--- src/hdl/iol_pkg.sv ---
`timescale 1ns / 1ps

package iol_pkg;

    // List geometry
    localparam int DEPTH = 16;
    localparam int WIDTH = 32;
    localparam int IDX_W = $clog2(DEPTH);

    // Field widths of the request and response
    localparam int OP_W  = 2;
    localparam int POS_W = 5;
    localparam int CNT_W = 5;
    localparam int ST_W  = 2;
    localparam int VAL_W = 32;

    // Operation codes
    localparam logic [OP_W-1:0] OP_INSERT = 2'd0;
    localparam logic [OP_W-1:0] OP_REMOVE = 2'd1;
    localparam logic [OP_W-1:0] OP_GET    = 2'd2;
    localparam logic [OP_W-1:0] OP_CLEAR  = 2'd3;

    // Status codes
    localparam logic [ST_W-1:0] ST_OK     = 2'd0;
    localparam logic [ST_W-1:0] ST_EMPTY  = 2'd1;
    localparam logic [ST_W-1:0] ST_BADPOS = 2'd2;
    localparam logic [ST_W-1:0] ST_FULL   = 2'd3;

    typedef logic [WIDTH-1:0] word_t;

    // Broadcast to every cell of the row
    typedef struct packed {
        logic             shift_up;
        logic             shift_down;
        logic [POS_W-1:0] pos;
        word_t            value;
    } cell_ctrl_t;

endpackage

--- src/hdl/iol_req_if.sv ---
`timescale 1ns / 1ps

interface iol_req_if;
    logic                           valid;
    logic                           ready;
    logic [iol_pkg::OP_W-1:0]       opcode;
    logic [iol_pkg::POS_W-1:0]      position;
    logic [iol_pkg::VAL_W-1:0]      value_in;

    modport source (output valid, output opcode, output position, output value_in,
                    input ready);
    modport sink   (input valid, input opcode, input position, input value_in,
                    output ready);
endinterface

--- src/hdl/iol_rsp_if.sv ---
`timescale 1ns / 1ps

interface iol_rsp_if;
    logic                           valid;
    logic                           ready;
    logic [iol_pkg::VAL_W-1:0]      value_out;
    logic [iol_pkg::ST_W-1:0]       status;
    logic [iol_pkg::CNT_W-1:0]      count;
    logic                           is_empty;

    modport source (output valid, output value_out, output status, output count,
                    output is_empty, input ready);
    modport sink   (input valid, input value_out, input status, input count,
                    input is_empty, output ready);
endinterface

--- src/hdl/iol_cell.sv ---
`timescale 1ns / 1ps

module iol_cell
(
    input  logic                       clk,
    input  iol_pkg::cell_ctrl_t        ctrl,
    input  logic [iol_pkg::POS_W-1:0]  index,
    input  iol_pkg::word_t             left_word,
    input  iol_pkg::word_t             right_word,
    output iol_pkg::word_t             word
);

    iol_pkg::word_t word_reg;
    iol_pkg::word_t word_next;

    // Pick the next word: take from the left, the new value, the right, or hold
    always_comb
    begin
        word_next = word_reg;
        if (ctrl.shift_up)
        begin
            if (index == ctrl.pos)
                word_next = ctrl.value;
            else if (index > ctrl.pos)
                word_next = left_word;
        end
        else if (ctrl.shift_down)
        begin
            if (index >= ctrl.pos)
                word_next = right_word;
        end
    end

    always_ff @(posedge clk)
    begin
        word_reg <= word_next;
    end

    assign word = word_reg;

endmodule

--- src/hdl/indexed_ordered_list_top.sv ---
`timescale 1ns / 1ps
// Channel | Direction | Fields
// req     | in        | opcode[1:0], position[4:0], value_in[31:0]
// rsp     | out       | value_out[31:0], status[1:0], count[4:0], is_empty
//
// One request per cycle while req.ready is high; each response appears in the cycle after its transfer.
// Insert and remove move the whole row of cells at once.
// A registered response stage lets a new request in while rsp is drained.
// req.ready drops only while a response is held and rsp.ready is low.
// rst_n clears the count and the response valid; cell contents need no reset.

module indexed_ordered_list_top
(
    input  logic     clk,
    input  logic     rst_n,
    iol_req_if.sink  req,
    iol_rsp_if.source rsp
);

    logic [iol_pkg::CNT_W-1:0] count_reg;
    logic [iol_pkg::CNT_W-1:0] count_next;
    logic                      rsp_valid_reg;
    logic [iol_pkg::VAL_W-1:0] rsp_value_reg;
    logic [iol_pkg::VAL_W-1:0] rsp_value_next;
    logic [iol_pkg::ST_W-1:0]  rsp_status_reg;
    logic [iol_pkg::ST_W-1:0]  rsp_status_next;

    logic                      accept;
    iol_pkg::cell_ctrl_t       ctrl;
    iol_pkg::word_t            cell_word [iol_pkg::DEPTH];
    iol_pkg::word_t            read_word;

    assign req.ready = !rsp_valid_reg || rsp.ready;
    assign accept    = req.valid && req.ready;

    // Select the addressed cell for get and remove
    assign read_word = cell_word[req.position[iol_pkg::IDX_W-1:0]];

    // Decode the request against the current count
    always_comb
    begin
        ctrl.shift_up   = 1'b0;
        ctrl.shift_down = 1'b0;
        ctrl.pos        = req.position;
        ctrl.value      = iol_pkg::word_t'(req.value_in);
        count_next      = count_reg;
        rsp_value_next  = '0;
        rsp_status_next = iol_pkg::ST_OK;
        case (req.opcode)
            iol_pkg::OP_INSERT:
            begin
                if (req.position > count_reg)
                    rsp_status_next = iol_pkg::ST_BADPOS;
                else if (count_reg == iol_pkg::CNT_W'(iol_pkg::DEPTH))
                    rsp_status_next = iol_pkg::ST_FULL;
                else
                begin
                    ctrl.shift_up = accept;
                    count_next    = count_reg + iol_pkg::CNT_W'(1);
                end
            end
            iol_pkg::OP_REMOVE,
            iol_pkg::OP_GET:
            begin
                if (count_reg == '0)
                    rsp_status_next = iol_pkg::ST_EMPTY;
                else if (req.position >= count_reg)
                    rsp_status_next = iol_pkg::ST_BADPOS;
                else
                begin
                    rsp_value_next = iol_pkg::VAL_W'(read_word);
                    if (req.opcode == iol_pkg::OP_REMOVE)
                    begin
                        ctrl.shift_down = accept;
                        count_next      = count_reg - iol_pkg::CNT_W'(1);
                    end
                end
            end
            default:
            begin
                count_next = '0;
            end
        endcase
    end

    // Row of storage cells; each sees its neighbors, the first takes the new value and the last takes zero
    genvar gi;
    generate
        for (gi = 0; gi < iol_pkg::DEPTH; gi++)
        begin : g_cell
            iol_pkg::word_t left_w;
            iol_pkg::word_t right_w;
            if (gi == 0)
            begin : g_first
                assign left_w = ctrl.value;
            end
            else
            begin : g_mid_l
                assign left_w = cell_word[gi-1];
            end
            if (gi == iol_pkg::DEPTH - 1)
            begin : g_last
                assign right_w = '0;
            end
            else
            begin : g_mid_r
                assign right_w = cell_word[gi+1];
            end
            iol_cell u_cell
            (
                .clk        (clk),
                .ctrl       (ctrl),
                .index      (iol_pkg::POS_W'(gi)),
                .left_word  (left_w),
                .right_word (right_w),
                .word       (cell_word[gi])
            );
        end
    endgenerate

    // Advance count and response valid
    always_ff @(posedge clk or negedge rst_n)
    begin
        if (!rst_n)
        begin
            count_reg     <= '0;
            rsp_valid_reg <= 1'b0;
        end
        else
        begin
            if (accept)
                count_reg <= count_next;
            if (accept)
                rsp_valid_reg <= 1'b1;
            else if (rsp.ready)
                rsp_valid_reg <= 1'b0;
        end
    end

    // Hold the response payload until its transfer
    always_ff @(posedge clk)
    begin
        if (accept)
        begin
            rsp_value_reg  <= rsp_value_next;
            rsp_status_reg <= rsp_status_next;
        end
    end

    assign rsp.valid     = rsp_valid_reg;
    assign rsp.value_out = rsp_value_reg;
    assign rsp.status    = rsp_status_reg;
    assign rsp.count     = count_reg;
    assign rsp.is_empty  = (count_reg == '0);

`ifndef SYNTH
    a_count_bound: assert property (@(posedge clk) disable iff (!rst_n)
        count_reg <= iol_pkg::CNT_W'(iol_pkg::DEPTH))
        else $error("count exceeds list depth");

    a_clear_empties: assert property (@(posedge clk) disable iff (!rst_n)
        (accept && req.opcode == iol_pkg::OP_CLEAR) |=> (count_reg == '0))
        else $error("clear left entries");

    a_insert_grows: assert property (@(posedge clk) disable iff (!rst_n)
        (accept && ctrl.shift_up) |=>
            (count_reg == $past(count_reg) + iol_pkg::CNT_W'(1)))
        else $error("insert did not grow count");

    a_error_no_data: assert property (@(posedge clk) disable iff (!rst_n)
        (rsp.valid && rsp.status != iol_pkg::ST_OK) |-> (rsp.value_out == '0))
        else $error("data on failed request");

    a_hold_when_stalled: assert property (@(posedge clk) disable iff (!rst_n)
        (rsp.valid && !rsp.ready) |=> $stable(count_reg))
        else $error("count moved while response stalled");
`endif

endmodule
--- src/flat_wrapper.sv ---
// flat-port wrapper written by rule: the top's interface ports become plain ports
module indexed_ordered_list_top_flat 
  (clk, rst_n, req_valid, req_opcode, req_position, req_value_in, req_ready, rsp_valid, rsp_value_out, rsp_status, rsp_count, rsp_is_empty, rsp_ready);
  iol_req_if req_i ();
  iol_rsp_if rsp_i ();
  input  logic clk;
  input  logic rst_n;
  input wire logic [$bits(req_i.valid)-1:0] req_valid;
  input wire logic [$bits(req_i.opcode)-1:0] req_opcode;
  input wire logic [$bits(req_i.position)-1:0] req_position;
  input wire logic [$bits(req_i.value_in)-1:0] req_value_in;
  output wire logic [$bits(req_i.ready)-1:0] req_ready;
  output wire logic [$bits(rsp_i.valid)-1:0] rsp_valid;
  output wire logic [$bits(rsp_i.value_out)-1:0] rsp_value_out;
  output wire logic [$bits(rsp_i.status)-1:0] rsp_status;
  output wire logic [$bits(rsp_i.count)-1:0] rsp_count;
  output wire logic [$bits(rsp_i.is_empty)-1:0] rsp_is_empty;
  input wire logic [$bits(rsp_i.ready)-1:0] rsp_ready;
  assign req_i.valid = req_valid;
  assign req_i.opcode = req_opcode;
  assign req_i.position = req_position;
  assign req_i.value_in = req_value_in;
  assign req_ready = req_i.ready;
  assign rsp_valid = rsp_i.valid;
  assign rsp_value_out = rsp_i.value_out;
  assign rsp_status = rsp_i.status;
  assign rsp_count = rsp_i.count;
  assign rsp_is_empty = rsp_i.is_empty;
  assign rsp_i.ready = rsp_ready;
  indexed_ordered_list_top u_core (.clk(clk), .rst_n(rst_n), .req(req_i), .rsp(rsp_i));
endmodule
--- config.mk ---
export PLATFORM = sky130hd
export DESIGN_NAME = indexed_ordered_list_top_flat
export DESIGN_NICKNAME = d
export VERILOG_FILES = /design/src/hdl/iol_pkg.sv /design/src/hdl/iol_req_if.sv /design/src/hdl/iol_rsp_if.sv /design/src/hdl/iol_cell.sv /design/src/hdl/indexed_ordered_list_top.sv /design/src/flat_wrapper.sv
export SDC_FILE = /design/constraint.sdc
export NUM_CORES = 1
export LEC_CHECK = 0
export BUFFER_PORTS_ARGS = -buffer_cell sky130_fd_sc_hd__buf_2
export CORE_MARGIN = 4
export CORE_UTILIZATION = 44
export CTS_CLUSTER_SIZE = 10
export DETAILED_ROUTE_END_ITERATION = 10
export MAX_ROUTING_LAYER = met4
export PLACE_DENSITY = 0.65
export SETUP_SLACK_MARGIN = 0.02
export SYNTH_ARGS = -nofsm -noshare
export SYNTH_HDL_FRONTEND = slang
export SYNTH_SLANG_ARGS = --single-unit
export TNS_END_PERCENT = 100
--- constraint.sdc ---
create_clock -name clk -period 13.7 [get_ports clk]
set_input_delay 2.74 -clock clk [delete_from_list [all_inputs] [get_ports clk]]
set_output_delay 2.74 -clock clk [all_outputs]
set_load 0.03 [all_outputs]
==> qor.yml, run 1 <==
start_util_pct: 44.62
die-width_um: 277.7
drtIter0Drc: 2524
p_switching_w: 0.001110
drive_gt1_share_pct: 17.66
largest_reg_flops: 512
critical-path-top-delay-family: "buffers and inverters"
period_share_pct: 51.30
grt_pass1_wl_um: 138100
power_frac_seq_pct: 47.2
syn_nets: 2640
finalHoldViolCount: 0
synth.avg_cell_area_um2: 12.39
crit_top_cell: "buf_4"
peakVddDrop_mv: 0.07347
slowest_stage: "buf_4"
run_status: "finished, final reports clean"
cp.depth: 10
synth_area_um2: 32000
hpwl_um: 53840
drc: 0
drt-vias-per-instance: 6.197
fin_crit_ns: 7.028
p_comb_share_pct: 14.0
fin_setup_tns_ns: 0
whs_path_depth: 2
power.internal_w: 0.003060
cts_tree: "done"
async_flop_share_pct: 1.087
post_cts_buffers: 0
layout.nets: 2595
synth.most_common_cell: "edfxtp_1"
fmax_mhz: 142.3
swShare_pct: 26.62
num_vias: 21780
cts_resized: 0
power_density_nw_per_um2: 120.3
slew_headroom_pct: 22.58
antenna_found_initial: 7
cp_max_fo: 239
area_growth_pct: 8.308
clockRootBuffer: "clkbuf_16"
yosys.area.top_type: "edfxtp_1"
synth.distinct_cells: 46
critPathBufInv: 4
arrival_ns: 7.38
grt.total_usage_pct: 24.02
firstDrtPassIters: 6
clk_pin_slew_worst_paths_ns: 0.05
dieHeight_um: 277.7
netlist_top_cells_area: "edfxtp_1 51%, mux2i_1 14%, mux4_2 11%"
synth_top_area_share_pct: 51.23
wl_per_cell_um: 26.42
cp_data_required_time_ns: 14.05
p_leak_nw: 13.28
ant_nets: 0
gp_congestion: 0.8301
seq_area_frac_synth_pct: 51.70
startpoint_type: "input port"
max-cap-violations: 0
grt_max_degree: 240
fin_util_pct: 48.32
fin_worst_skew_ns: 0.02358
clock_path_buffers: 3
tightest_slew_ns: 1.160
crit_chain: "buf_6, ha_1, nor2b_1, o21ai_0, a21oi_1, nor4bb_4, buf_4, buf_12, buf_4, mux2_4"
synth_edf_count: 546
dieArea_um2: 77110
rr_worst_depth: 10
routed_wirelength_um: 92820
hold_buffers: 0
slowest_delay_ns: 0.86
end_kind: "flop"
path_class: "input port to flop"
grt_pass1_vias: 21380
setup_violations: 0
ys_ff_latch: 552
grt_setup_unrepaired: "false"
ios: 85
cts_sinks: 552
netlist_instances: 2584
yosys_warnings: 0
fp-row-count: 98
grt.overflow.total: 0
ys_top_cells_by_count: "546 x edfxtp_1, 471 x a21oi_1, 465 x nor2_1, 448 x mux2i_1, 160 x mux4_2"
place.port_buffers: 84
cts_buffers: 67
htreeDepth: 3
clock_latency_ns: 0.61
core-area_um2: 71730
synth-main-ff-cell: "edfxtp_1"
pwr-share-clk_pct: 38.8
slew_viol_final: 0
min_path_type: "flop to flop"
[path summary, 6_finish.rpt]
path	to	slack, ns	start
worst min-delay path	u_core.rsp.valid$_DFFE_PN0P_	0.56	u_core.rsp.valid$_DFFE_PN0P_
worst max register to register	u_core.g_cell[0].u_cell.word[24]$_DFFE_PP_	8.77	u_core.rsp.count[4]$_DFFE_PN0P_
worst min register to register	u_core.rsp.valid$_DFFE_PN0P_	0.56	u_core.rsp.valid$_DFFE_PN0P_
worst max-delay path	u_core.g_cell[0].u_cell.word[24]$_DFFE_PP_	6.67	req_position[1]
max in group asynchronous	u_core.rsp.valid$_DFFE_PN0P_	11.61	rst_n
min in group asynchronous	u_core.rsp.count[2]$_DFFE_PN0P_	1.95	rst_n
[cell families after synthesis]
group / count (synthesis) / share of synthesized area (%)
flip-flops: 552 / 51.70
AO/OA/AOI/OAI: 517 / 8.480
XOR/XNOR: 3 / 0.08212
adder cells (fa/ha/maj): 13 / 0.5317
AND/OR/NAND/NOR: 610 / 7.718
multiplexers: 640 / 26.77
buffers and inverters: 249 / 4.715
[cells in the final DEF (no fill, tap or decap), types with 3 or more instances in the layout]
cell type	netlist	routed
a21oi_2	20	20
a21oi_4	0	5
a21o_1	5	5
ha_1	12	12
buf_2	35	80
nand2_1	75	73
buf_4	7	40
dfrtp_1	6	6
nor2_1	465	459
inv_1	10	8
clkinv_1	1	4
nor2b_1	36	36
clkinv_2	0	3
mux2_4	32	32
inv_6	0	3
clkbuf_16	0	69
edfxtp_1	546	546
mux2i_1	448	448
o21ai_0	8	8
nor2_4	0	6
diode_2	0	4
nand3_2	1	3
nand3_4	0	7
mux4_2	160	160
clkbuf_1	119	9
nand2b_1	7	7
a21oi_1	471	466
[area by class of cell]
type	count	area (µm²)
Clock inverter	12	115.1
Clock buffer	78	1760
Multi-Input combinational cell	1783	14230
Antenna cell	4	10.01
Inverter	11	41.29
Fill cell	6227	37070
Tap cell	950	1189
Sequential cell	552	16550
Timing Repair Buffer	124	767.0
[through the flow]
| step | hold slack, ns | std cells | setup WS (ns) | instance area, µm² | total power (W) |
|---|---|---|---|---|---|
| 6_report | 0.5598 | 3514 | 6.672 | 34660 | 0.004171 |
| 5_1_grt | 0.6121 | 3514 | 6.475 | 34660 | 0.004319 |
| 4_1_cts | 0.5723 | 3510 | 6.938 | 34650 | 0.004198 |
| 3_5_place_dp | 0.5586 | 3420 | 6.297 | 32780 | 0.002584 |
| 3_3_place_gp | 0.5567 | 3420 | 6.265 | 32780 | 0.002567 |
| 2_1_floorplan | 0.5564 | 2584 | 5.761 | 32000 | 0.002431 |
[worst reg2reg max path, cell delays in order (launching register included)]
cell and delay (ns):
dfrtp_1 0.48, inv_1 0.09, ha_1 0.35, and3_1 0.20, nor2_1 0.22, a21oi_1 0.19
nor4bb_4 0.28, buf_4 0.63, buf_12 0.68, buf_4 1.18, mux2_4 0.38
[power groups by stage]
stage | Combinational, W | Sequential (W) | Clock [W]
finish | 0.000583 | 0.00197 | 0.00162
global route | 0.000631 | 0.00197 | 0.00171
CTS | 0.000582 | 0.00197 | 0.00165
detailed placement | 0.000581 | 0.00200 | 0
global placement | 0.000566 | 0.00200 | 0
floorplan | 0.000400 | 0.00203 | 0
[layer usage]
metal	GRT usage, %	vias to the layer above	routed length, µm
met3	4.410	162	7538
met1	32.12	11020	38970
met2	37.52	990	43630
li1	-	9603	-
met5	-	-	0
met4	7.681	0	2682
Note: power is estimated with default switching activity, not from simulation.
==> inputs of run 2 (changes only) <==
--- a/config.mk
+++ b/config.mk
@@ -11,7 +11,7 @@
 export CTS_CLUSTER_SIZE = 10
 export DETAILED_ROUTE_END_ITERATION = 10
 export MAX_ROUTING_LAYER = met4
-export PLACE_DENSITY = 0.65
+export PLACE_DENSITY = 0.67
 export SETUP_SLACK_MARGIN = 0.02
 export SYNTH_ARGS = -nofsm -noshare
 export SYNTH_HDL_FRONTEND = slang
==> constraint.sdc (replaced) <==
create_clock -name clk -period 5.9 [get_ports clk]
set_input_delay 1.18 -clock clk [delete_from_list [all_inputs] [get_ports clk]]
set_output_delay 1.18 -clock clk [all_outputs]
set_load 0.03 [all_outputs]
==> qor.yml, run 2 (synthesis results as in run 1) <==
run_status: "finished, final reports clean"
layout.nets: 2619  # +0.92%
area_growth_pct: 8.941
fillCellCount: 6216  # -0.18%
fp-row-count: 98  # unchanged
cts_buffers: 66  # -1.5%
rr_worst_depth: 10  # unchanged
final_cell_area_um2: 34860  # +0.58%
period_share_pct: 70.14
cp.depth: 10  # unchanged
wl_per_cell_um: 25.17  # -4.7%
fin_setup_tns_ns: 0  # unchanged
critPathBufInv: 4  # unchanged
post_cts_buffers: 0  # unchanged
crit_top_cell: "buf_12"
drt-vias-per-instance: 6.094  # -1.7%
drc: 0  # unchanged
p_switching_w: 0.002534  # +130%
end_kind: "flop"
num_vias: 21560  # -0.99%
slowest_stage: "buf_12"
slew_viol_final: 0  # unchanged
fin_crit_ns: 4.138
layout_commonest_cell: "edfxtp_1"
slowest_delay_ns: 0.52  # -0.34 ns
clock_latency_ns: 0.61  # about the same
htreeDepth: 3  # unchanged
slew_headroom_pct: 29.36  # +6.8 points
place_area_um2: 33070  # +0.90%
crit_chain: "buf_6, ha_1, nor2b_1, o21ai_0, a21oi_1, nor4bb_4, buf_4, buf_12, buf_12, mux2_4"
p_comb_share_pct: 14.3  # +0.3 points
layout.cells.most_common_list: "546 x edfxtp_1, 466 x a21oi_1, 459 x nor2_1, 448 x mux2i_1, 160 x mux4_2"
pwr-share-clk_pct: 37.8  # -1.0 points
grt_max_degree: 198  # -18%
power_density_nw_per_um2: 274.1  # +130%
clockRootBuffer: "clkbuf_16"
start_util_pct: 44.62  # unchanged
antenna_found_initial: 8  # +1
ios: 85  # unchanged
grt_pass1_wl_um: 133900  # -3.1%
grt.overflow.total: 0  # unchanged
finalHoldViolCount: 0  # unchanged
rrSetupSlack_ns: 2.11  # -6.66 ns
hold_buffers: 0  # unchanged
path_class: "input port to flop"
max-cap-violations: 0  # unchanged
core-area_um2: 71730  # unchanged
peakVddDrop_mv: 0.1844  # +150%
routed_wirelength_um: 89060  # -4.1%
place.port_buffers: 84  # unchanged
cts_tree: "done"
reg2reg_from: "u_core.rsp.count[4]$_DFFE_PN0P_"
drtIter0Drc: 2742  # +8.6%
min_path_type: "input port to asynchronous set/reset pin"
setup_violations: 0  # unchanged
fmax_mhz: 241.7
power.internal_w: 0.007023  # +130%
cp_max_fo: 162  # -32%
hpwl_um: 54640  # +1.5%
grt_setup_unrepaired: "false"
cts_sinks: 552  # unchanged
grt_pass1_vias: 21010  # -1.7%
clock_path_buffers: 3  # unchanged
fin_worst_skew_ns: 0.03302  # +0.009440 ns
power_frac_seq_pct: 47.9  # +0.7 points
firstDrtPassIters: 6  # unchanged
drive_gt1_share_pct: 18.28  # +0.62 points
p_leak_nw: 13.38  # +0.80%
clk_pin_slew_worst_paths_ns: 0.06  # about the same
tightest_slew_ns: 1.057  # -0.1026 ns
dieHeight_um: 277.7  # unchanged
critical-path-top-delay-family: "buffers and inverters"
startpoint_type: "input port"
largest_reg_flops: 512  # unchanged
rr_endpoint: "u_core.g_cell[0].u_cell.word[23]$_DFFE_PP_"
cp_data_required_time_ns: 6.25  # -7.80 ns
gp_congestion: 0.8500  # +2.4%
swShare_pct: 26.52  # -0.11 points
arrival_ns: 4.48  # -2.90 ns
cts_resized: 0  # unchanged
grt.total_usage_pct: 23.22  # -0.80 points
ant_nets: 0  # unchanged
dieArea_um2: 77110  # unchanged
die-width_um: 277.7  # unchanged
[run 2: layout make-up]
| cell class | count | area [µm²] | share of cell area [%] |
|---|---|---|---|
| multi-input combinational | 1783 | 14240 | 40.84 |
| sequential | 552 | 16550 | 47.46 |
| clock inverter | 6 | 40.04 | 0.1148 |
| antenna | 6 | 15.01 | 0.04306 |
| clock buffer | 81 | 1739 | 4.988 |
| timing repair buffer | 149 | 1055 | 3.025 |
| inverter | 11 | 41.29 | 0.1184 |
| tap | 950 | 1189 | 3.409 |
[run 2: stage by stage]
stage	hold WS [ns]	utilization [%]	setup slack [ns]	std cells	total power, W
2_1_floorplan	0.5564	-	0.4612	2584	0.005644
6_report	0.3823	48.60	1.762	3538	0.009557
5_1_grt	0.3882	48.60	1.586	3538	0.009904
4_1_cts	0.3630	48.58	1.873	3532	0.009616
3_5_place_dp	0.5859	46.10	1.228	3445	0.006009
3_3_place_gp	0.5728	46.10	1.196	3445	0.005964
[run 2: routing by layer]
| layer | track usage [%] | vias up | part of all wire (%) |
|---|---|---|---|
| met5 | - | - | 0 |
| met3 | 5.033 | 153 | 8.7 |
| met1 | 31.63 | 10750 | 43 |
| met2 | 35.19 | 1007 | 46 |
| li1 | - | 9646 | - |
| met4 | 7.109 | 0 | 2.6 |
[run 2: worst register-to-register path: cells and delay by family, from the launching register on]
kind	cells	cell delay, ns
multiplexers	1	0.48
adder cells (fa/ha/maj)	1	0.35
AO/OA/AOI/OAI	1	0.19
AND/OR/NAND/NOR	3	0.68
buffers and inverters	4	1.33
flip-flops	1	0.49
[run 2: worst max-delay path by stage]
| stage | start | to |
|---|---|---|
| floorplan | rsp_ready | u_core.g_cell[12].u_cell.word[0]$_DFFE_PP_ |
| global placement | req_position[1] | u_core.g_cell[0].u_cell.word[26]$_DFFE_PP_ |
| detailed placement | req_position[1] | u_core.g_cell[0].u_cell.word[21]$_DFFE_PP_ |
| CTS | req_position[1] | u_core.g_cell[0].u_cell.word[22]$_DFFE_PP_ |
| global route | req_position[1] | u_core.g_cell[0].u_cell.word[28]$_DFFE_PP_ |
| finish | req_position[1] | u_core.g_cell[0].u_cell.word[23]$_DFFE_PP_ |
[run 2: power groups by stage]
stage	Combinational, W	Clock, W	Sequential (W)
finish	0.00137	0.00361	0.00457
global placement	0.00132	0	0.00465
global route	0.00149	0.00383	0.00459
detailed placement	0.00136	0	0.00465
CTS	0.00136	0.00368	0.00457
floorplan	0.000930	0	0.00471
